<file path="src/rtl/core/pklfu_pkg.sv">
`default_nettype none
// ----------------------------------------------------------------------------
// pklfu_pkg: shared types and constants for the pair-key LFU cache
// Widths of the request and result fields, reset values, the layout of one
// cache entry and the saturating count update.
// ----------------------------------------------------------------------------
package pklfu_pkg;

    localparam int KEY_W      = 32;
    localparam int COUNT_W    = 32;
    localparam int BONUS_W    = 8;
    localparam int SLOT_OUT_W = 4;
    localparam int DEF_SLOTS  = 16;

    localparam logic [BONUS_W-1:0] BONUS_RESET = 8'd5;
    localparam logic [COUNT_W-1:0] FIRST_USE   = 32'd1;
    localparam logic [COUNT_W-1:0] COUNT_MAX   = 32'hFFFF_FFFF;

    typedef struct packed {
        logic [KEY_W-1:0]   src;
        logic [KEY_W-1:0]   tgt;
        logic [COUNT_W-1:0] uses;
    } t_entry;

    // Adds a small increment to a use count, sticking at the maximum.
    function automatic logic [COUNT_W-1:0] sat_add(
        input logic [COUNT_W-1:0] a,
        input logic [BONUS_W-1:0] b
    );
        logic [COUNT_W:0] sum;
        sum = {1'b0, a} + (COUNT_W + 1)'(b);
        return sum[COUNT_W] ? COUNT_MAX : sum[COUNT_W-1:0];
    endfunction

endpackage
`default_nettype wire

</file>
<file path="src/rtl/core/pair_key_lfu_cache.sv">
`default_nettype none
// ----------------------------------------------------------------------------
// pair_key_lfu_cache: pair-keyed cache with least-frequently-used replacement
// An item scans its filled slots one per cycle through the single memory
// read port; the result strobe is registered when the scan ends, at the hit
// slot or after all filled slots on a miss. When the cache is empty the
// strobe rises at the accepting edge itself and busy stays low. Busy stays
// high through the scan, so a new item is taken only once the last one is
// through. The receiver cannot stall. Reset empties the cache (fill count
// zero, no clearing pass) and sets the eviction bonus
// to 5.
// ----------------------------------------------------------------------------
module pair_key_lfu_cache #(
    parameter int SLOTS = pklfu_pkg::DEF_SLOTS
) (
    input  wire logic                                i_clk,
    input  wire logic                                i_rst_n,
    input  wire logic                                i_cfg_we,
    input  wire logic [pklfu_pkg::BONUS_W-1:0]       i_cfg_data,
    input  wire logic                                start,
    output logic                                     busy,
    input  wire logic signed [pklfu_pkg::KEY_W-1:0]  i_source_key,
    input  wire logic signed [pklfu_pkg::KEY_W-1:0]  i_target_key,
    output logic                                     o_done,
    output logic                                     o_was_hit,
    output logic [pklfu_pkg::SLOT_OUT_W-1:0]         o_slot_index,
    output logic [pklfu_pkg::COUNT_W-1:0]            o_use_count,
    output logic                                     o_did_evict,
    output logic signed [pklfu_pkg::KEY_W-1:0]       o_evicted_source,
    output logic signed [pklfu_pkg::KEY_W-1:0]       o_evicted_target
);
    import pklfu_pkg::*;

    localparam int IW = $clog2(SLOTS);
    localparam int FW = $clog2(SLOTS + 1);
    localparam logic [FW-1:0] FULL = FW'(SLOTS);

    localparam logic S_IDLE = 1'b0;
    localparam logic S_SCAN = 1'b1;

    // Entry memory: one write port, one registered read port
    t_entry            r_mem [SLOTS];
    t_entry            r_rd_data;
    logic [IW-1:0]     rd_addr;
    logic              mem_we;
    logic [IW-1:0]     mem_wa;
    t_entry            mem_wd;

    logic              r_state, n_state;
    logic [FW-1:0]     r_filled, n_filled;
    logic [BONUS_W-1:0] r_bonus;
    logic [IW-1:0]     r_idx, n_idx;
    logic [KEY_W-1:0]  r_src, n_src;
    logic [KEY_W-1:0]  r_tgt, n_tgt;

    // Running minimum over the slots scanned so far
    logic [COUNT_W-1:0] r_low, n_low;
    logic [IW-1:0]      r_low_idx, n_low_idx;
    logic [KEY_W-1:0]   r_low_src, n_low_src;
    logic [KEY_W-1:0]   r_low_tgt, n_low_tgt;

    logic               r_done, n_done;
    logic               r_hit, n_hit;
    logic [SLOT_OUT_W-1:0] r_slot, n_slot;
    logic [COUNT_W-1:0] r_count, n_count;
    logic               r_evict, n_evict;
    logic [KEY_W-1:0]   r_ev_src, n_ev_src;
    logic [KEY_W-1:0]   r_ev_tgt, n_ev_tgt;

    logic               accept;
    logic               match;
    logic               lower;
    logic               last;
    logic [COUNT_W-1:0] cur_low;
    logic [IW-1:0]      cur_idx;
    logic [KEY_W-1:0]   cur_src;
    logic [KEY_W-1:0]   cur_tgt;
    logic [COUNT_W-1:0] new_count;

    assign busy   = (r_state == S_SCAN);
    assign accept = start && !busy;

    always_ff @(posedge i_clk) begin
        if (mem_we) begin
            r_mem[mem_wa] <= mem_wd;
        end
        r_rd_data <= r_mem[rd_addr];
    end

    // Compare and minimum tracking on the entry read last cycle
    always_comb begin
        match   = (r_rd_data.src == r_src) && (r_rd_data.tgt == r_tgt);
        lower   = (r_idx == '0) || (r_rd_data.uses < r_low);
        cur_low = lower ? r_rd_data.uses : r_low;
        cur_idx = lower ? r_idx : r_low_idx;
        cur_src = lower ? r_rd_data.src : r_low_src;
        cur_tgt = lower ? r_rd_data.tgt : r_low_tgt;
        last    = ((FW'(r_idx) + FW'(1)) == r_filled);
    end

    always_comb begin
        n_state   = r_state;
        n_filled  = r_filled;
        n_idx     = r_idx;
        n_src     = r_src;
        n_tgt     = r_tgt;
        n_low     = r_low;
        n_low_idx = r_low_idx;
        n_low_src = r_low_src;
        n_low_tgt = r_low_tgt;
        n_done    = 1'b0;
        n_hit     = r_hit;
        n_slot    = r_slot;
        n_count   = r_count;
        n_evict   = r_evict;
        n_ev_src  = r_ev_src;
        n_ev_tgt  = r_ev_tgt;
        rd_addr   = '0;
        mem_we    = 1'b0;
        mem_wa    = '0;
        mem_wd    = '0;
        new_count = '0;

        case (r_state)
            S_IDLE: begin
                if (accept) begin
                    n_src = i_source_key;
                    n_tgt = i_target_key;
                    n_idx = '0;
                    if (r_filled == '0) begin
                        // Empty cache: the pair goes straight into slot zero
                        mem_we   = 1'b1;
                        mem_wa   = '0;
                        mem_wd   = '{src: i_source_key, tgt: i_target_key, uses: FIRST_USE};
                        n_filled = FW'(1);
                        n_done   = 1'b1;
                        n_hit    = 1'b0;
                        n_slot   = '0;
                        n_count  = FIRST_USE;
                        n_evict  = 1'b0;
                        n_ev_src = '0;
                        n_ev_tgt = '0;
                    end else begin
                        n_state = S_SCAN;
                    end
                end
            end
            S_SCAN: begin
                rd_addr   = r_idx + IW'(1);
                n_low     = cur_low;
                n_low_idx = cur_idx;
                n_low_src = cur_src;
                n_low_tgt = cur_tgt;
                if (match) begin
                    new_count = sat_add(r_rd_data.uses, BONUS_W'(1));
                    mem_we    = 1'b1;
                    mem_wa    = r_idx;
                    mem_wd    = '{src: r_src, tgt: r_tgt, uses: new_count};
                    n_state   = S_IDLE;
                    n_done    = 1'b1;
                    n_hit     = 1'b1;
                    n_slot    = SLOT_OUT_W'(r_idx);
                    n_count   = new_count;
                    n_evict   = 1'b0;
                    n_ev_src  = '0;
                    n_ev_tgt  = '0;
                end else if (last) begin
                    n_state = S_IDLE;
                    n_done  = 1'b1;
                    n_hit   = 1'b0;
                    mem_we  = 1'b1;
                    if (r_filled == FULL) begin
                        // Full miss: replace the least used slot, lowest index on ties
                        new_count = sat_add(cur_low, r_bonus);
                        mem_wa    = cur_idx;
                        mem_wd    = '{src: r_src, tgt: r_tgt, uses: new_count};
                        n_slot    = SLOT_OUT_W'(cur_idx);
                        n_count   = new_count;
                        n_evict   = 1'b1;
                        n_ev_src  = cur_src;
                        n_ev_tgt  = cur_tgt;
                    end else begin
                        mem_wa   = r_filled[IW-1:0];
                        mem_wd   = '{src: r_src, tgt: r_tgt, uses: FIRST_USE};
                        n_filled = r_filled + FW'(1);
                        n_slot   = SLOT_OUT_W'(r_filled[IW-1:0]);
                        n_count  = FIRST_USE;
                        n_evict  = 1'b0;
                        n_ev_src = '0;
                        n_ev_tgt = '0;
                    end
                end else begin
                    n_idx = r_idx + IW'(1);
                end
            end
            default: begin
                n_state = S_IDLE;
            end
        endcase
    end

    always_ff @(posedge i_clk) begin
        if (!i_rst_n) begin
            r_state  <= S_IDLE;
            r_filled <= '0;
            r_bonus  <= BONUS_RESET;
            r_done   <= 1'b0;
        end else begin
            r_state  <= n_state;
            r_filled <= n_filled;
            r_done   <= n_done;
            if (i_cfg_we) begin
                r_bonus <= i_cfg_data;
            end
        end
    end

    always_ff @(posedge i_clk) begin
        r_idx     <= n_idx;
        r_src     <= n_src;
        r_tgt     <= n_tgt;
        r_low     <= n_low;
        r_low_idx <= n_low_idx;
        r_low_src <= n_low_src;
        r_low_tgt <= n_low_tgt;
        r_hit     <= n_hit;
        r_slot    <= n_slot;
        r_count   <= n_count;
        r_evict   <= n_evict;
        r_ev_src  <= n_ev_src;
        r_ev_tgt  <= n_ev_tgt;
    end

    assign o_done           = r_done;
    assign o_was_hit        = r_hit;
    assign o_slot_index     = r_slot;
    assign o_use_count      = r_count;
    assign o_did_evict      = r_evict;
    assign o_evicted_source = r_ev_src;
    assign o_evicted_target = r_ev_tgt;

    // An accepted beat either completes at once or starts a scan.
    a_accept_progress: assert property (@(posedge i_clk) disable iff (!i_rst_n)
        accept |=> (o_done || busy))
        else $error("accepted beat neither completed nor started a scan");

    a_fill_bound: assert property (@(posedge i_clk) disable iff (!i_rst_n)
        r_filled <= FULL)
        else $error("fill count beyond the number of slots");

    // Eviction only ever happens on a miss with every slot taken.
    a_evict_full: assert property (@(posedge i_clk) disable iff (!i_rst_n)
        (o_done && o_did_evict) |-> (!o_was_hit && r_filled == FULL))
        else $error("eviction reported without a full-cache miss");

    a_insert_count: assert property (@(posedge i_clk) disable iff (!i_rst_n)
        (o_done && !o_was_hit && !o_did_evict) |-> (o_use_count == FIRST_USE))
        else $error("free-slot insert with a count other than one");

endmodule
`default_nettype wire

</file>
<file path="config.mk">
export PLATFORM = sky130hd
export DESIGN_NAME = pair_key_lfu_cache
export DESIGN_NICKNAME = d
export VERILOG_FILES = /design/src/rtl/core/pklfu_pkg.sv /design/src/rtl/core/pair_key_lfu_cache.sv
export SDC_FILE = /design/constraint.sdc
export NUM_CORES = 2
export LEC_CHECK = 0
export BUFFER_PORTS_ARGS = -buffer_cell sky130_fd_sc_hd__buf_4
export CAP_MARGIN = 40
export CORE_MARGIN = 8
export CORE_UTILIZATION = 47
export DETAILED_ROUTE_END_ITERATION = 10
export GPL_ROUTABILITY_DRIVEN = 0
export GPL_TIMING_DRIVEN = 0
export PLACE_DENSITY = 0.72
export SLEW_MARGIN = 20
export SYNTH_ARGS = -nofsm -noshare
export SYNTH_HDL_FRONTEND = slang
export SYNTH_SLANG_ARGS = --single-unit
export TNS_END_PERCENT = 10
</file>
<file path="constraint.sdc">
create_clock -name i_clk -period 20 [get_ports i_clk]
set_input_delay 2 -clock i_clk [delete_from_list [all_inputs] [get_ports i_clk]]
set_output_delay 2 -clock i_clk [all_outputs]
set_load 0.02 [all_outputs]
</file>
==> qor.log <==
INFO  pwr            power.ir.vdd_worst=0.1076mV
INFO  logic_synthesis syn-instance-count=5029
INFO  sta            final-hold-violation-count=0
INFO  worst_hold_path min_path_type=reg2reg
INFO  sta            fin_setup_tns=0ns
INFO  placed_design  port-buffer-count=178
INFO  layout         registers.top_by_ff_count=r_mem
INFO  logic_synthesis share_of_synthesized_registers_carrying_an_async_set_or_reset=0%
INFO  layout         seqCellArea=56460µm²
INFO  layout         final.fill_count=12480
INFO  worst_setup_path worstPathArrival=8.85ns
INFO  layout         design.final.nets=5694
INFO  pwr            swShare=26.68%
INFO  floorplanning  floorplan.core_area=164600µm²
INFO  worst_setup_path worst-endpoint-required=20.65ns
INFO  routing        drc=0
INFO  worst_setup_path endpoint_kind=register
INFO  layout         stdcell_count=7933
INFO  logic_synthesis synthesized_nets=5150
INFO  global_route   grt_util_all_layers=24.12%
INFO  routing        route.detailed.vias_per_inst=6.067
INFO  sta            final_period_minus_worst_setup_slack=8.205ns
INFO  routing        drt_first_iter_violations=6464
INFO  placed_design  detailed_place_hpwl=155800µm
INFO  floorplanning  floorplan.rows=149
INFO  status         result_of_the_run=finished clean
INFO  layout         layout-area-overhead-vs-synth=17.39%
INFO  sta            setup_violations=0
INFO  clocking       gates_resized_cts_repair=0
INFO  global_route   grt_max_degree=43
INFO  logic_synthesis mappedNetlistArea=77740µm²
INFO  floorplanning  chipHeight=422.7µm
INFO  clocking       cts_root_buffer=sky130_fd_sc_hd__clkbuf_16
INFO  layout         fin_area=91260µm²
INFO  clocking       cts_max_level=4
INFO  sta            timing.final.crit_share=41.02%
INFO  placed_design  pre_cts_slack=12.09ns
INFO  clocking       cts_num_sinks=1917
INFO  layout         largest_registers=r_mem: 1536 flops, r_rd_data: 96 flops
INFO  sta            worst_rel_slew_slack=37.18%
INFO  routing        ant_nets=0
INFO  global_route   grt_overflow_total=0
INFO  job            cap_violations=0
INFO  floorplanning  die_x=422.7µm
INFO  routing        wirelength=224500µm
INFO  sta            grt_setup_unrepaired=no
INFO  pwr            power.density_cell_area=104.9nW/µm²
INFO  worst_setup_path crit_path_start_kind=register
INFO  sta            fmax=0.1219GHz
INFO  clocking       postCtsHoldBufs=0
INFO  layout         multi_input_comb_area=19950µm²
INFO  layout         drive_gt1_share=15.02%
INFO  sta            fin_ws=11.80ns
INFO  floorplanning  top_level_ports=180
INFO  logic_synthesis yosysSeqAreaShare=72.62%
INFO  placed_design  detailed_place.area=84800µm²
INFO  layout         largest_register_ffs=1536
INFO  clocking       cts-root-to-sink-buffers=3
INFO  routing        wire_per_inst=28.30µm
INFO  clocking       worstSkewPairLatency=0.85ns
INFO  pwr            power.internal=7021µW
INFO  logic_synthesis synth_warnings=0
INFO  logic_synthesis number_of_flops_mapped_to_enable_cells_by_yosys=1806
INFO  routing        drt_first_pass_iters=7
INFO  pwr            report.power.total=9576µW
INFO  placed_design  dp.cells=7564
INFO  clocking       clk_pin_slew_worst_paths=0.06ns
INFO  floorplanning  floorplan.initialDensity=47.22%
INFO  clocking       post_cts_buffers=0
INFO  global_route   antenna_found_initial=10
INFO  floorplanning  design.die.area=178700µm²
INFO  clocking       clock_tree_from_tritoncts=yes
INFO  logic_synthesis synth-main-ff-cell=sky130_fd_sc_hd__edfxtp_1
INFO  global_route   grt_first_pass_wirelength=320500µm
INFO  worst_setup_path cp_max_fo=12
INFO  pwr            share_comb_of_total_power=13.7%
INFO  worst_setup_path crit_type=reg2reg
INFO  pwr            power_share_of_the_clock_group=37.5%
INFO  routing        num_vias=48130
INFO  pwr            static-leakage-power=0.03027µW
INFO  sta            fin_skew=0.07475ns
INFO  sta            slew_viol_final=0
INFO  sta            max_slew.worst_pin.slew=0.9423ns
INFO  logic_synthesis synthesis.area_per_instance=15.46µm²
INFO  logic_synthesis yosys.cell_types.count=84
INFO  logic_synthesis postSynthRegisterBits=1917
INFO  pwr            netSwitchingPower=2554µW
INFO  pwr            seqPwrFrac=48.8%
INFO  global_route   grt_pass1_vias=47460
INFO  clocking       cts_buffers=190
[through the flow]
stage	hold slack (ns)	utilization (%)
3_5_place_dp	0.4922	51.52
6_report	0.5080	55.44
5_1_grt	0.5479	55.42
3_3_place_gp	0.4845	49.70
4_1_cts	0.5079	55.38
2_1_floorplan	0.4473	-
[power groups by stage]
| stage | registers, µW | logic [µW] | clock network, µW |
|---|---|---|---|
| floorplan | 4750 | 709 | 0 |
| global placement | 4780 | 1210 | 0 |
| detailed placement | 4760 | 1280 | 0 |
| CTS | 4670 | 1290 | 3620 |
| global route | 4680 | 1380 | 3770 |
| finish | 4680 | 1310 | 3590 |
[cells in the mapped netlist, types with 66 or more instances]
master,n,share of area [%]
sky130_fd_sc_hd__dfxtp_1,111,2.9
sky130_fd_sc_hd__nor2_1,78,0.38
sky130_fd_sc_hd__xor2_1,84,0.95
sky130_fd_sc_hd__mux4_2,96,2.8
sky130_fd_sc_hd__clkbuf_1,230,1.1
sky130_fd_sc_hd__edfxtp_1,1806,70
sky130_fd_sc_hd__a211oi_1,209,2.0
sky130_fd_sc_hd__nor3_1,109,0.70
sky130_fd_sc_hd__mux2i_1,408,5.3
sky130_fd_sc_hd__nand2_1,681,3.3
sky130_fd_sc_hd__a311oi_1,193,2.2
sky130_fd_sc_hd__and2_1,268,2.2
sky130_fd_sc_hd__a21oi_1,139,0.89
sky130_fd_sc_hd__o21ai_0,77,0.50
sky130_fd_sc_hd__a22o_1,66,0.74
[routing by layer]
metal | GRT usage (%) | share of wire [%]
met5 | 0 | 0.022
met4 | 13.81 | 6.3
met3 | 5.396 | 11
met2 | 38.19 | 46
met1 | 30.74 | 37
[kinds of logic after synthesis]
group / share of synthesized area (%)
flops: 72.62
simple gates: 7.943
compound gates: 7.130
mux: 8.127
buf+inv: 1.922
xor+xnor: 1.521
fa+ha+maj: 0.7340
[cells in the final DEF, fill, tap and decap left out, drive strengths merged, types with 15 or more instances in the layout]
master	n
a21oi	140
nor2	79
bufinv	15
ha	44
nor3	113
edfxtp	1806
a22o	66
and2	269
nand3	32
a311oi	193
nand2	681
nand4	28
mux4	96
mux2i	408
nor2b	21
o21ai	90
dfxtp	111
clkbuf	493
xor2	84
buf	431
nor4	28
clkinv	66
inv	60
xnor2	51
a211oi	210
[critical path: stages (launching register included)]
cell and delay [ns]:
sky130_fd_sc_hd__edfxtp_1 0.36, sky130_fd_sc_hd__buf_2 0.24, sky130_fd_sc_hd__clkinv_1 0.28, sky130_fd_sc_hd__clkbuf_1 0.34, sky130_fd_sc_hd__clkbuf_1 0.49, sky130_fd_sc_hd__ha_1 0.40
sky130_fd_sc_hd__and2_1 0.15, sky130_fd_sc_hd__buf_1 0.17, sky130_fd_sc_hd__a21oi_4 0.34, sky130_fd_sc_hd__buf_2 0.57, sky130_fd_sc_hd__clkbuf_1 0.42, sky130_fd_sc_hd__nand2_1 0.10
sky130_fd_sc_hd__nand2_1 0.14, sky130_fd_sc_hd__ha_1 0.18, sky130_fd_sc_hd__inv_1 0.06, sky130_fd_sc_hd__fa_1 0.43, sky130_fd_sc_hd__nor2b_1 0.14, sky130_fd_sc_hd__o21a_1 0.16
sky130_fd_sc_hd__o21ai_1 0.20, sky130_fd_sc_hd__a2111oi_1 0.77, sky130_fd_sc_hd__and2b_1 0.25, sky130_fd_sc_hd__mux2_4 0.18, sky130_fd_sc_hd__buf_4 0.18, sky130_fd_sc_hd__nor2_1 0.08
sky130_fd_sc_hd__o22ai_1 0.50, sky130_fd_sc_hd__nor2b_1 0.57, sky130_fd_sc_hd__buf_4 0.30
[worst paths after layout]
check | from | endpoint | slack, ns | cells past startpoint
setup / recovery | r_idx[0] | r_mem[15][3] | 11.80 | 26
hold reg to reg | r_bonus[0] | r_bonus[0] | 0.51 | 2
setup reg to reg | r_idx[0] | r_mem[15][3] | 11.80 | 26
hold / removal | r_bonus[0] | r_bonus[0] | 0.51 | 2
[final cells by class]
type / count / share of cell area [%]
Clock inverter: 91 / 1.260
Multi-Input combinational cell: 2744 / 21.87
Buffer: 313 / 1.425
Clock buffer: 261 / 5.712
Sequential cell: 1917 / 61.87
Antenna cell: 11 / 0.03016
Inverter: 55 / 0.2317
Timing Repair Buffer: 352 / 4.608
Tap cell: 2189 / 3.001
Note: power is estimated with default switching activity, not from simulation.
